**config.mk**
```make
export PLATFORM = sky130hd
export DESIGN_NAME = utf8_whitespace_collapse_lower
export DESIGN_NICKNAME = d
export VERILOG_FILES = /design/src/hw/rtl/uwcl_pkg.sv /design/src/hw/rtl/utf8_whitespace_collapse_lower.sv
export SDC_FILE = /design/constraint.sdc
export NUM_CORES = 1
export LEC_CHECK = 0
export ABC_AREA = 1
export BUFFER_PORTS_ARGS = -buffer_cell sky130_fd_sc_hd__buf_4
export CELL_PAD_IN_SITES_DETAIL_PLACEMENT = 0
export CELL_PAD_IN_SITES_GLOBAL_PLACEMENT = 1
export CORE_MARGIN = 1
export CORE_UTILIZATION = 50
export DETAILED_ROUTE_END_ITERATION = 12
export PLACE_DENSITY = 0.93
export SYNTH_ARGS = -nofsm -noshare
export SYNTH_HDL_FRONTEND = slang
export SYNTH_SLANG_ARGS = --single-unit
```
**constraint.sdc**
```tcl
create_clock -name clk -period 9.7 [get_ports clk]
set_input_delay 0.485 -clock clk [delete_from_list [all_inputs] [get_ports clk]]
set_output_delay 0.485 -clock clk [all_outputs]
set_load 0.1 [all_outputs]
```
**src/hw/rtl/uwcl_pkg.sv**
```systemverilog
package uwcl_pkg;

	localparam int unsigned ByteW      = 8;
	localparam int unsigned MaxResults = 4;
	localparam int unsigned FifoDepth  = 8;
	localparam int unsigned FifoPtrW   = $clog2(FifoDepth);
	localparam int unsigned FifoCntW   = $clog2(FifoDepth + 1);
	localparam int unsigned SlotCntW   = $clog2(MaxResults + 1);
	localparam int unsigned SlotIdxW   = $clog2(MaxResults);

	localparam logic [ByteW-1:0] ChNul   = 8'h00;
	localparam logic [ByteW-1:0] ChTab   = 8'h09;
	localparam logic [ByteW-1:0] ChCr    = 8'h0D;
	localparam logic [ByteW-1:0] ChSpace = 8'h20;
	localparam logic [ByteW-1:0] ChUpA   = 8'h41;
	localparam logic [ByteW-1:0] ChUpZ   = 8'h5A;
	localparam logic [ByteW-1:0] ChCont  = 8'h80;
	localparam logic [ByteW-1:0] ChFoldHi = 8'h9E;
	localparam logic [ByteW-1:0] ChTimes = 8'h97;
	localparam logic [ByteW-1:0] ChNbsp2 = 8'hA0;
	localparam logic [ByteW-1:0] ChLsep3 = 8'hA8;
	localparam logic [ByteW-1:0] ChPsep3 = 8'hA9;
	localparam logic [ByteW-1:0] ChC2    = 8'hC2;
	localparam logic [ByteW-1:0] ChC3    = 8'hC3;
	localparam logic [ByteW-1:0] ChE2    = 8'hE2;
	localparam logic [ByteW-1:0] ChE3    = 8'hE3;
	localparam logic [ByteW-1:0] CaseOfs = 8'h20;

	typedef enum logic [1:0] {
		HELD_NONE = 2'd0,
		HELD_C2   = 2'd1,
		HELD_E2   = 2'd2,
		HELD_E3   = 2'd3
	} held_kind_t;

	typedef struct packed {
		logic             last;
		logic [ByteW-1:0] data;
	} out_word_t;

	function automatic logic [ByteW-1:0] held_lead_byte(input held_kind_t k);
		logic [ByteW-1:0] r;
		case (k)
			HELD_C2: r = ChC2;
			HELD_E2: r = ChE2;
			HELD_E3: r = ChE3;
			default: r = ChNul;
		endcase
		return r;
	endfunction

	// returns {c3 flag after this byte, lowercased byte}
	function automatic logic [ByteW:0] fold_byte(input logic [ByteW-1:0] b, input logic c3);
		logic [ByteW-1:0] v;
		logic             c3_n;
		v = b;
		if (c3 && b >= ChCont && b <= ChFoldHi && b != ChTimes) begin
			v    = b + CaseOfs;
			c3_n = 1'b0;
		end else begin
			if (b >= ChUpA && b <= ChUpZ) v = b + CaseOfs;
			c3_n = (v == ChC3);
		end
		return {c3_n, v};
	endfunction

endpackage

```
**src/hw/rtl/utf8_whitespace_collapse_lower.sv**
```systemverilog
// channel | dir | handshake         | payload
// s       | in  | s_tvalid/s_tready | s_tdata[7:0] = in_byte
// m       | out | m_tvalid/m_tready | m_tdata[7:0] = out_byte, m_tlast = is_last
//
// one input byte per cycle: input register, then one pass of logic that pushes
// 0..4 words into an 8-word output queue; the queue drains one word per cycle while m_tready is high
// the input register advances only while the queue has room for four words,
// so bursts of several words per byte stall the input side
// arst_n clears the scan state and the input register's valid flag, and empties the queue
module utf8_whitespace_collapse_lower (
	input  logic                       clk,
	input  logic                       arst_n,
	input  logic                       s_tvalid,
	output logic                       s_tready,
	input  logic [uwcl_pkg::ByteW-1:0] s_tdata,   // [7:0] in_byte
	output logic                       m_tvalid,
	input  logic                       m_tready,
	output logic [uwcl_pkg::ByteW-1:0] m_tdata,   // [7:0] out_byte
	output logic                       m_tlast    // is_last
);
	import uwcl_pkg::*;

	logic             valid_s1;
	logic [ByteW-1:0] byte_s1;

	held_kind_t held_kind_q, held_kind_d;
	logic       held_second_q, held_second_d;
	logic       space_pend_q, space_pend_d;
	logic       emitted_q, emitted_d;
	logic       prev_c3_q, prev_c3_d;

	out_word_t             fifo_mem [FifoDepth];
	logic [FifoPtrW-1:0]   wr_ptr_q, rd_ptr_q;
	logic [FifoCntW-1:0]   fifo_cnt_q;

	out_word_t             slot [MaxResults];
	logic [SlotCntW-1:0]   n_push;
	logic                  advance;
	logic                  pop;
	logic [SlotCntW-1:0]   push_cnt;

	assign advance  = valid_s1 && (fifo_cnt_q <= FifoCntW'(FifoDepth - MaxResults));
	assign s_tready = !valid_s1 || advance;
	assign pop      = m_tvalid && m_tready;
	assign push_cnt = advance ? n_push : '0;

	always_ff @(posedge clk or negedge arst_n) begin
		if (!arst_n) begin
			valid_s1 <= 1'b0;
		end else if (s_tready) begin
			valid_s1 <= s_tvalid;
		end
	end

	always_ff @(posedge clk) begin
		if (s_tready && s_tvalid) byte_s1 <= s_tdata;
	end

	// one byte of the scan: raw words in order, then the case fold chain
	always_comb begin
		logic [ByteW-1:0] raw [MaxResults];
		logic [MaxResults-1:0] lst;
		logic [SlotCntW-1:0] n;
		logic sp;
		logic em;
		logic flush;
		logic captured;
		logic c3;
		logic [ByteW:0] f;
		logic [ByteW-1:0] b;

		b             = byte_s1;
		n             = '0;
		lst           = '0;
		sp            = space_pend_q;
		em            = emitted_q;
		flush         = 1'b0;
		captured      = 1'b0;
		held_kind_d   = held_kind_q;
		held_second_d = held_second_q;
		for (int i = 0; i < MaxResults; i++) raw[i] = ChNul;

		case (held_kind_q)
			HELD_C2: begin
				if (b == ChNbsp2) captured = 1'b1;
				else flush = 1'b1;
			end
			HELD_E2, HELD_E3: begin
				if (!held_second_q) begin
					if (b == ChCont) begin
						captured      = 1'b1;
						held_second_d = 1'b1;
					end else begin
						flush = 1'b1;
					end
				end else if (held_kind_q == HELD_E2) begin
					if (b == ChLsep3 || b == ChPsep3) captured = 1'b1;
					else flush = 1'b1;
				end else begin
					if (b == ChCont) captured = 1'b1;
					else flush = 1'b1;
				end
			end
			default: ;
		endcase

		if (captured) begin
			// multi-byte space complete unless only the second byte arrived
			if (!held_second_d || held_second_q) begin
				held_kind_d   = HELD_NONE;
				held_second_d = 1'b0;
				if (em) sp = 1'b1;
			end
		end else begin
			if (flush) begin
				if (sp) begin
					raw[n[SlotIdxW-1:0]] = ChSpace;
					n      = n + 1'b1;
					sp     = 1'b0;
				end
				raw[n[SlotIdxW-1:0]] = held_lead_byte(held_kind_q);
				n      = n + 1'b1;
				if (held_second_q) begin
					raw[n[SlotIdxW-1:0]] = ChCont;
					n      = n + 1'b1;
				end
				em            = 1'b1;
				held_kind_d   = HELD_NONE;
				held_second_d = 1'b0;
			end
			if (b == ChNul) begin
				raw[n[SlotIdxW-1:0]] = ChNul;
				lst[n[SlotIdxW-1:0]] = 1'b1;
				n      = n + 1'b1;
			end else if (b == ChSpace || (b >= ChTab && b <= ChCr)) begin
				if (em) sp = 1'b1;
			end else if (b == ChC2) begin
				held_kind_d = HELD_C2;
			end else if (b == ChE2) begin
				held_kind_d = HELD_E2;
			end else if (b == ChE3) begin
				held_kind_d = HELD_E3;
			end else begin
				if (sp) begin
					raw[n[SlotIdxW-1:0]] = ChSpace;
					n      = n + 1'b1;
					sp     = 1'b0;
				end
				raw[n[SlotIdxW-1:0]] = b;
				n      = n + 1'b1;
				em     = 1'b1;
			end
		end

		c3 = prev_c3_q;
		for (int i = 0; i < MaxResults; i++) begin
			slot[i].last = lst[i];
			slot[i].data = raw[i];
			if (SlotCntW'(i) < n && !lst[i]) begin
				f            = fold_byte(raw[i], c3);
				slot[i].data = f[ByteW-1:0];
				c3           = f[ByteW];
			end
		end

		n_push = n;
		if (!captured && b == ChNul) begin
			// terminator returns everything to the idle state
			held_kind_d   = HELD_NONE;
			held_second_d = 1'b0;
			space_pend_d  = 1'b0;
			emitted_d     = 1'b0;
			prev_c3_d     = 1'b0;
		end else begin
			space_pend_d = sp;
			emitted_d    = em;
			prev_c3_d    = c3;
		end
	end

	always_ff @(posedge clk or negedge arst_n) begin
		if (!arst_n) begin
			held_kind_q   <= HELD_NONE;
			held_second_q <= 1'b0;
			space_pend_q  <= 1'b0;
			emitted_q     <= 1'b0;
			prev_c3_q     <= 1'b0;
		end else if (advance) begin
			held_kind_q   <= held_kind_d;
			held_second_q <= held_second_d;
			space_pend_q  <= space_pend_d;
			emitted_q     <= emitted_d;
			prev_c3_q     <= prev_c3_d;
		end
	end

	always_ff @(posedge clk) begin
		for (int i = 0; i < MaxResults; i++) begin
			if (SlotCntW'(i) < push_cnt) fifo_mem[wr_ptr_q + FifoPtrW'(i)] <= slot[i];
		end
	end

	always_ff @(posedge clk or negedge arst_n) begin
		if (!arst_n) begin
			wr_ptr_q   <= '0;
			rd_ptr_q   <= '0;
			fifo_cnt_q <= '0;
		end else begin
			wr_ptr_q   <= wr_ptr_q + FifoPtrW'(push_cnt);
			if (pop) rd_ptr_q <= rd_ptr_q + 1'b1;
			fifo_cnt_q <= fifo_cnt_q + FifoCntW'(push_cnt) - FifoCntW'(pop);
		end
	end

	assign m_tvalid = (fifo_cnt_q != '0);
	assign m_tdata  = fifo_mem[rd_ptr_q].data;
	assign m_tlast  = fifo_mem[rd_ptr_q].last;

	a_fifo_bound: assert property (@(posedge clk) disable iff (!arst_n)
		fifo_cnt_q <= FifoCntW'(FifoDepth))
		else $error("output queue overflow");

	a_second_needs_lead: assert property (@(posedge clk) disable iff (!arst_n)
		held_second_q |-> (held_kind_q == HELD_E2 || held_kind_q == HELD_E3))
		else $error("continuation held without three-byte lead");

	a_last_is_zero: assert property (@(posedge clk) disable iff (!arst_n)
		(m_tvalid && m_tlast) |-> (m_tdata == ChNul))
		else $error("terminator word carries data");

	a_term_clears: assert property (@(posedge clk) disable iff (!arst_n)
		(advance && byte_s1 == ChNul && held_kind_q == HELD_NONE) |=>
		(!emitted_q && !space_pend_q && !prev_c3_q && held_kind_q == HELD_NONE))
		else $error("state not cleared after terminator");

	a_pend_needs_text: assert property (@(posedge clk) disable iff (!arst_n)
		space_pend_q |-> emitted_q)
		else $error("space pending before any text");

endmodule

```
# Yosys cells after proc, flatten, opt, wreduce, memory -nomap -nowiden
# Memories as Yosys holds them, arrays and structs flattened.
# Index checks and enable logic that the tools add are counted.
# op_classes
addsub,15
multipliers,0
n_div,0
n_lt_le_gt_ge,37
eq_ne,22
shifts,0
n_mux,141
bitwise_logic,12
n_reduce_logical,47
# ops
op,n
$mux 32,16
$mux 8,28
$eq 8x8->1 const B,11
$bwmux 32,2
$demux 8 s2,4
$mux 3,19
$and 28x28->28,2
$mux 1,56
$not 28->28,2
$add 8x6->8 const B,4
$and 32x32->32,1
$ge 8x7->1 const B,4
$ge 8x8->1 const B,4
$le 8x7->1 const B,4
$le 8x8->1 const B,4
$ne 8x8->1 const B,4
$not 32->32,1
$logic_and 1x1->1,30
$pmux 8 s3,1
$add 3x1->3 const B,6
$mux 2,9
$ge 3x3->1 const B,4
$lt 1x3->1 const A,4
$lt 2x3->1 const A,4
29 further kinds,50
# totals
regBits,25
latch_bits,0
ram_bits,72
mem_bits_ro,0
input_bits,12
out_inout_bits,11
word_cells,285
n_memories,1
# memory_table
name,words,word_bits,read_ports,rd_clocked_by_memory_dff,write_ports,line_no,rtl
fifo_mem,8,9,1,0,4,utf8_whitespace_collapse_lower.sv:32,out_word_t fifo_mem [FifoDepth];

# Longest topological paths before layout
# Gate-level depths: netlist of the first run.
# logic_depth
word_depth,68
ltp_mapped,41
depth_no_buf,39

# Least setup slack after synthesis of the first run
# No wires, ideal clock.
# synth_path
kind,flip-flop to flip-flop
from,register byte_s1[2]
to,"memory fifo_mem[3][5] (netlist name), data pin"
setup_ps,252
arrival_time_ps,4082
path_slack_ps,5365
path_stages_with_launch,41
path_buffers,2
synth_period_minus_slack_ps,4335
cell_sequence,edfxtp_1 -> buf_6 -> nor2_2 -> nand2_4 -> clkinv_4 -> nand3_2 -> nand2_2 -> nand2_4 -> nand2_8 -> nor2_2 -> ha_1 -> inv_1 -> o21ai_0 -> inv_1 -> ha_1 -> clkbuf_1 -> a21oi_1 -> nand2_1 -> [5 not listed] -> ha_1 -> nand3_1 -> nand2_1 -> nand3_1 -> nand2_1 -> nand3_1 -> nand2_1 -> nand2_1 -> nand2_2 -> nand2_2 -> nand2_2 -> nand2_1 -> nand2_2 -> nand2_1 -> nand2_1 -> nand2_1 -> nand2_1 -> nand2_1
# synth_rtl
item,line_no,rtl
from (decl),utf8_whitespace_collapse_lower.sv:24,logic [ByteW-1:0] byte_s1;
from (signal assigned),utf8_whitespace_collapse_lower.sv:56,if (s_tready && s_tvalid) byte_s1 <= s_tdata;
to (decl),utf8_whitespace_collapse_lower.sv:32,

==> results.sh, run 1 <==
export IMPL_die_w_microns=135.8
export IMPL_fmax_mhz=182.8
export IMPL_die_y_microns=135.8
export IMPL_gp_congestion=1.030
export IMPL_synth_cells=1289
export IMPL_rows=48
export IMPL_root_buffer="clkbuf_16"
export IMPL_ff2ff_path_depth=30
export IMPL_grtUsageTotal=0.3788
export IMPL_holdPathEnd="byte_s1[5]"
export IMPL_cts_buffer_depth=2
export IMPL_final_max_slew_viol_count=0
export IMPL_vias=9397
export IMPL_postLayoutCellArea_sq_um=9589
export IMPL_hold_buffers=1
export IMPL_clock_skew_ps=19.92
export IMPL_wl_met1_mm=13.62
export IMPL_p_int_w=0.001401
export IMPL_cts_sinks=97
export IMPL_clk_pin_slew_worst_paths_ps=70
export IMPL_switching_share=0.5681
export IMPL_antenna_found_initial=1
export IMPL_startpoint_type="flop"
export IMPL_synth_seq_cells=97
export IMPL_yosysUniqueCellTypes=54
export IMPL_insertion_delay_ps=360
export IMPL_p_comb_frac=0.672
export IMPL_r2r_start="byte_s1[4]"
export IMPL_port_buffers=22
export IMPL_yosysWarningCount=0
export IMPL_synth_nets=1335
export IMPL_clockPowerShare=0.110
export IMPL_status="finished clean"
export IMPL_cp_max_fo=8
export IMPL_powerDensity_nw_per_um2=338.1
export IMPL_setup_viol=0
export IMPL_core_area_sq_um=17420
export IMPL_leakage_nw=4.134
export IMPL_cts_setup_buffers=0
export IMPL_tritoncts="done"
export IMPL_r2r_end="fifo_mem[2][7]"
export IMPL_ioPinCount=23
export IMPL_critical_path_class="flop to flop"
export IMPL_hold_viol_final=0
export IMPL_worst_path_buf_inv=6
export IMPL_hpwl_mm=25.76
export IMPL_fin_crit_sh=0.5638
export IMPL_dr_pass1_iters=8
export IMPL_slew_headroom=0.3263
export IMPL_met3_length_mm=3.029
export IMPL_drt_iter0_drc=1248
export IMPL_nets=1340
export IMPL_wl_per_cell_microns=21.96
export IMPL_rsz0062_at_grt="false"
export IMPL_cp_end_kind="flop"
export IMPL_dp_cells=1507
export IMPL_min_from="s_tdata[5]"
export IMPL_worst_hold_path_num_cells=1
export IMPL_num_antenna_cells=0
export IMPL_rrSetupSlack_ps=4230
export IMPL_grt_max_degree=39
export IMPL_synth_edf_count=80
export IMPL_synth_seq_area_share=0.3159
export IMPL_die_area_sq_um=18440
export IMPL_initial_core_util=0.5140
export IMPL_max_vdd_ir_drop_mv=0.4532
export IMPL_finalSetupTns_ps=0
export IMPL_slowest_stage="edfxtp_1"
export IMPL_worstPathRequired_ps=9790
export IMPL_crit_arrival_ps=5560
export IMPL_final_cell_count_no_fill=1524
export IMPL_first_global_vias=8816
export IMPL_wl_met2_mm=15.12
export IMPL_slowest_delay_ps=590
export IMPL_viasPerCell=6.166
export IMPL_drt_total_wl_mm=33.47
export IMPL_syn_area_sq_um=8952
export IMPL_final_antenna_net_count=0
export IMPL_final_cell_mix="nand2_1 (286), nor2_1 (153), inv_1 (126), o21ai_0 (102), nand3_1 (94)"
export IMPL_fin_crit_ps=5469
export IMPL_place_area_sq_um=9291
export IMPL_fin_ws_ps=4231
export IMPL_power_frac_seq=0.218
export IMPL_drcViolationCount=0
export IMPL_cpMostUsedCell="nand2_1"
export IMPL_fillers=1747
export IMPL_grt_ovfl_total=0
export IMPL_crit_family="simple AND/OR/NAND/NOR gates"
export IMPL_yosys_most_used_dff="edfxtp_1"
export IMPL_place_ws_ps=4477
export IMPL_grt_pass1_wl_mm=51.66
export IMPL_synthToLayoutAreaGrowth_pct=7.114
export IMPL_dr_max_layer_used="met4"
export IMPL_maxCapViolCount=0
export IMPL_cts_resized=0
export IMPL_synth_async_reset_ratio=0.1753
export IMPL_worstMarginPinSlew_ps=1005
export IMPL_drive_above_1_share=0.1286
export IMPL_hold_class="input port to flop"
export IMPL_final_common_cell="nand2_1"
export IMPL_cts_buffers_inserted=9
export IMPL_htreeDepth=3
export IMPL_holdWs_ps=304.4
export IMPL_switching_power_w=0.001842
export IMPL_avgSynthCellArea_sq_um=6.945
-- cell families after synthesis --
group           Yosys count  share of synthesized area
fa+ha+maj                34                    0.04920
flops                    97                     0.3159
buf+inv                 203                    0.09057
xor+xnor                 10                   0.009783
compound gates          293                     0.1933
simple gates            651                     0.3402
mux                       1                   0.001118
-- through the flow --
| step | power [W] | utilization |
|---|---|---|
| 6_report | 0.003243 | 0.5506 |
| 4_1_cts | 0.003201 | 0.5506 |
| 2_1_floorplan | 0.002264 | - |
| 3_5_place_dp | 0.002844 | 0.5335 |
| 3_3_place_gp | 0.002827 | 0.5335 |
| 5_1_grt | 0.003455 | 0.5506 |
-- per-layer routing --
metal | vias up | global-route usage
met1 | 4335 | 0.4875
met2 | 554 | 0.6105
li1 | 4386 | -
met4 | 0 | 0.1773
met5 | - | 0
met3 | 122 | 0.07345
-- sequential cells by signal, indices dropped and copies added (netlist names) --
register	count
byte_s1	8
emitted_q	1
fifo_cnt_q	4
fifo_mem	72
held_kind_q	2
held_second_q	1
prev_c3_q	1
rd_ptr_q	3
space_pend_q	1
valid_s1	1
wr_ptr_q	3
-- Yosys cell counts, types with 17 or more instances --
library cell	number	area [sq um]
nand2_2	24	150.1
o211ai_1	20	150.1
clkbuf_1	24	90.09
nand2_1	286	1074
ha_1	32	400.4
inv_2	30	112.6
inv_1	126	473.0
o21ai_0	102	510.5
a21oi_1	61	305.3
nor2_1	153	574.3
nand3_1	94	470.5
dfrtp_1	17	425.4
edfxtp_1	80	2402
a31oi_1	21	131.4
o21ai_1	26	130.1
o22ai_1	33	206.5
-- power groups by stage --
stage / clock [W] / sequential, W / combinational (W)
2_1_floorplan: 0 / 0.000675 / 0.00159
3_3_place_gp: 0 / 0.000710 / 0.00212
3_5_place_dp: 0 / 0.000715 / 0.00213
4_1_cts: 0.000359 / 0.000706 / 0.00214
5_1_grt: 0.000373 / 0.000717 / 0.00236
6_report: 0.000357 / 0.000707 / 0.00218
-- layout make-up --
type	instances	area (sq um)	share of cell area
Tap cell	225	281.5	0.02936
Clock buffer	9	225.2	0.02349
Multi-Input combinational cell	989	5314	0.5541
Inverter	162	613.1	0.06394
Clock inverter	7	62.56	0.006524
Sequential cell	97	2828	0.2949
Timing Repair Buffer	35	265.3	0.02766
-- how the worst max path moves through the flow --
| stage | start | end | depth (start not counted) |
|---|---|---|---|
| floorplan | byte_s1[2] | fifo_mem[3][5] | 40 |
| global placement | byte_s1[4] | fifo_mem[2][7] | 30 |
| detailed placement | byte_s1[4] | fifo_mem[3][5] | 32 |
| CTS | byte_s1[4] | fifo_mem[3][5] | 32 |
| global route | byte_s1[4] | fifo_mem[2][7] | 30 |
| finish | byte_s1[4] | fifo_mem[2][7] | 30 |
Power figures use the tool's default switching activity.
==> inputs of run 2 (changes only) <==
--- a/config.mk
+++ b/config.mk
@@ -10,9 +10,9 @@
 export CELL_PAD_IN_SITES_DETAIL_PLACEMENT = 0
 export CELL_PAD_IN_SITES_GLOBAL_PLACEMENT = 1
 export CORE_MARGIN = 1
-export CORE_UTILIZATION = 50
+export CORE_UTILIZATION = 43
 export DETAILED_ROUTE_END_ITERATION = 12
-export PLACE_DENSITY = 0.93
+export PLACE_DENSITY = 0.86
 export SYNTH_ARGS = -nofsm -noshare
 export SYNTH_HDL_FRONTEND = slang
 export SYNTH_SLANG_ARGS = --single-unit
==> constraint.sdc (replaced) <==
create_clock -name clk -period 4.7 [get_ports clk]
set_input_delay 0.235 -clock clk [delete_from_list [all_inputs] [get_ports clk]]
set_output_delay 0.235 -clock clk [all_outputs]
set_load 0.1 [all_outputs]
==> run 2 against run 1 <==
Worst setup slack lost 4000 ps. Sequential share of layout area shrank 2.7 points. Combinational power grew 120%. Clock skew grew 6.4 ps. Utilization shrank 3.1 points. Critical endpoint is now fifo_mem[6][5]. Largest cell class unchanged.
==> results.sh, run 2 (synthesis results as in run 1) <==
export IMPL_clock_skew_ps=26.30
export IMPL_fin_ws_ps=221.3
export IMPL_slew_headroom=0.4007
export IMPL_worstPathRequired_ps=4820
export IMPL_slowest_stage="edfxtp_1"
export IMPL_grtUsageTotal=0.3327
export IMPL_die_area_sq_um=21400
export IMPL_grt_use_met2=0.5405
export IMPL_wl_per_cell_microns=21.09
export IMPL_antenna_found_initial=0
export IMPL_largest_reg_flops=72
export IMPL_num_antenna_cells=0
export IMPL_fmax_mhz=223.3
export IMPL_vias=9578
export IMPL_rows=52
export IMPL_worst_hold_path_num_cells=1
export IMPL_leakage_nw=4.642
export IMPL_hold_viol_final=0
export IMPL_crit_arrival_ps=4600
export IMPL_cpMostUsedCell="nand2_1"
export IMPL_dr_pass1_iters=8
export IMPL_final_util=0.5195
export IMPL_top_regs="fifo_mem: 72 flops, byte_s1: 8 flops, fifo_cnt_q: 4 flops"
export IMPL_cp_end_kind="flop"
export IMPL_ff2ff_path_depth=33
export IMPL_insertion_delay_ps=370
export IMPL_cts_sinks=97
export IMPL_final_common_cell="nand2_1"
export IMPL_fin_crit_sh=0.9529
export IMPL_use_met1=0.4381
export IMPL_grt_ovfl_total=0
export IMPL_holdWs_ps=41.77
export IMPL_startpoint_type="flop"
export IMPL_fillers=2059
export IMPL_dp_cells=1645
export IMPL_place_ws_ps=76.03
export IMPL_worstMarginPinSlew_ps=893.4
export IMPL_top_register="fifo_mem"
export IMPL_cp_max_fo=8
export IMPL_ioPinCount=23
export IMPL_drcViolationCount=0
export IMPL_htreeDepth=3
export IMPL_hpwl_mm=28.15
export IMPL_gp_congestion=1.037
export IMPL_max_vdd_ir_drop_mv=0.3483
export IMPL_tritoncts="done"
export IMPL_setup_viol=0
export IMPL_final_cell_mix="nand2_1 (281), nor2_1 (152), buf_4 (127), inv_1 (122), o21ai_0 (100)"
export IMPL_fin_crit_ps=4479
export IMPL_synthToLayoutAreaGrowth_pct=17.79
export IMPL_drive_above_1_share=0.2040
export IMPL_initial_core_util=0.4410
export IMPL_core_area_sq_um=20300
export IMPL_grt_pass1_wl_mm=53.28
export IMPL_first_global_vias=8865
export IMPL_final_cell_count_no_fill=1667
export IMPL_critical_path_class="flop to flop"
export IMPL_hold_class="input port to flop"
export IMPL_grt_max_degree=39
export IMPL_drt_iter0_drc=1060
export IMPL_powerDensity_nw_per_um2=673.8
export IMPL_port_buffers=22
export IMPL_status="finished clean"
export IMPL_slowest_delay_ps=470
export IMPL_nets=1438
export IMPL_final_max_slew_viol_count=0
export IMPL_root_buffer="clkbuf_16"
export IMPL_final_antenna_net_count=0
export IMPL_top_usage_layer="met2"
export IMPL_clk_pin_slew_worst_paths_ps=100
export IMPL_viasPerCell=5.746
export IMPL_gr_usage_met3=0.05156
export IMPL_maxCapViolCount=0
export IMPL_drt_total_wl_mm=35.16
export IMPL_cts_buffers_inserted=9
export IMPL_die_y_microns=146.3
export IMPL_die_w_microns=146.3
export IMPL_cts_buffer_depth=2
## run 2: cell types whose count changed in the layout (fill, tap and decap cells not counted), moves of 3 or more
cell / previous run / this run
inv_2: 30 / 35
nand3_1: 94 / 90
nand2_1: 286 / 281
inv_1: 126 / 122
nand2_2: 24 / 27
buf_4: 34 / 127
nand3_2: 10 / 14
buf_12: 0 / 5
## run 2: critical path, delay by kind of cell (launching register included)
kind	cells	cell delay, ps
AOI/OAI and AO/OA	3	340
and+or+nand+nor	21	2150
buffers and inverters	7	820
DFF	1	470
adders and majority gates	2	450
## run 2: per-stage QoR
step	setup TNS (ps)	total power [W]	instance area, sq um
global placement	0	0.006159	10110
finish	0	0.007106	10550
CTS	0	0.006978	10420
detailed placement	0	0.006182	10110
floorplan	0	0.004673	8952
global route	-28.27	0.007599	10550
## run 2: path summary, 6_finish.rpt
kind / startpoint / slack (ps) / end
max in group asynchronous: arst_n / 4180 / rd_ptr_q[1]
min in group asynchronous: arst_n / 280 / prev_c3_q
min reg2reg: fifo_cnt_q[0] / 520 / fifo_cnt_q[0]
max: byte_s1[2] / 220 / fifo_mem[6][5]
min: s_tdata[1] / 40 / byte_s1[1]
max reg2reg: byte_s1[2] / 220 / fifo_mem[6][5]
## run 2: area by class of cell
class / instances / area (sq um) / area share
timing repair buffer: 133 / 1064 / 0.1009
clock inverter: 6 / 65.06 / 0.006170
clock buffer: 10 / 239.0 / 0.02266
tap: 270 / 337.8 / 0.03204
inverter: 162 / 613.1 / 0.05814
sequential: 97 / 2828 / 0.2682
multi-input combinational: 989 / 5399 / 0.5120
## run 2: power breakdown
| group | internal, W | switching [W] | leakage, nW |
|---|---|---|---|
| Sequential | 0.00132 | 0.000108 | 0.946 |
| Clock | 0.000430 | 0.000364 | 0.149 |
| Combinational | 0.00149 | 0.00340 | 3.55 |
| Total | 0.00324 | 0.00387 | 4.64 |
## run 2: metal layers
layer | routed length [microns] | share of wire | vias up
met5 | 0 | 0 | -
met3 | 2795 | 0.080 | 92
met1 | 14720 | 0.42 | 4394
met4 | 1530 | 0.044 | 0
li1 | - | - | 4590
met2 | 16110 | 0.46 | 502
## run 2: timing repair
item                                    CTS  global route
gates resized for setup                   0            27
endpoints found under the setup margin    0            24
hold buffers                              1             0
buffers inserted                          0             5
hold endpoints to repair                 17             0
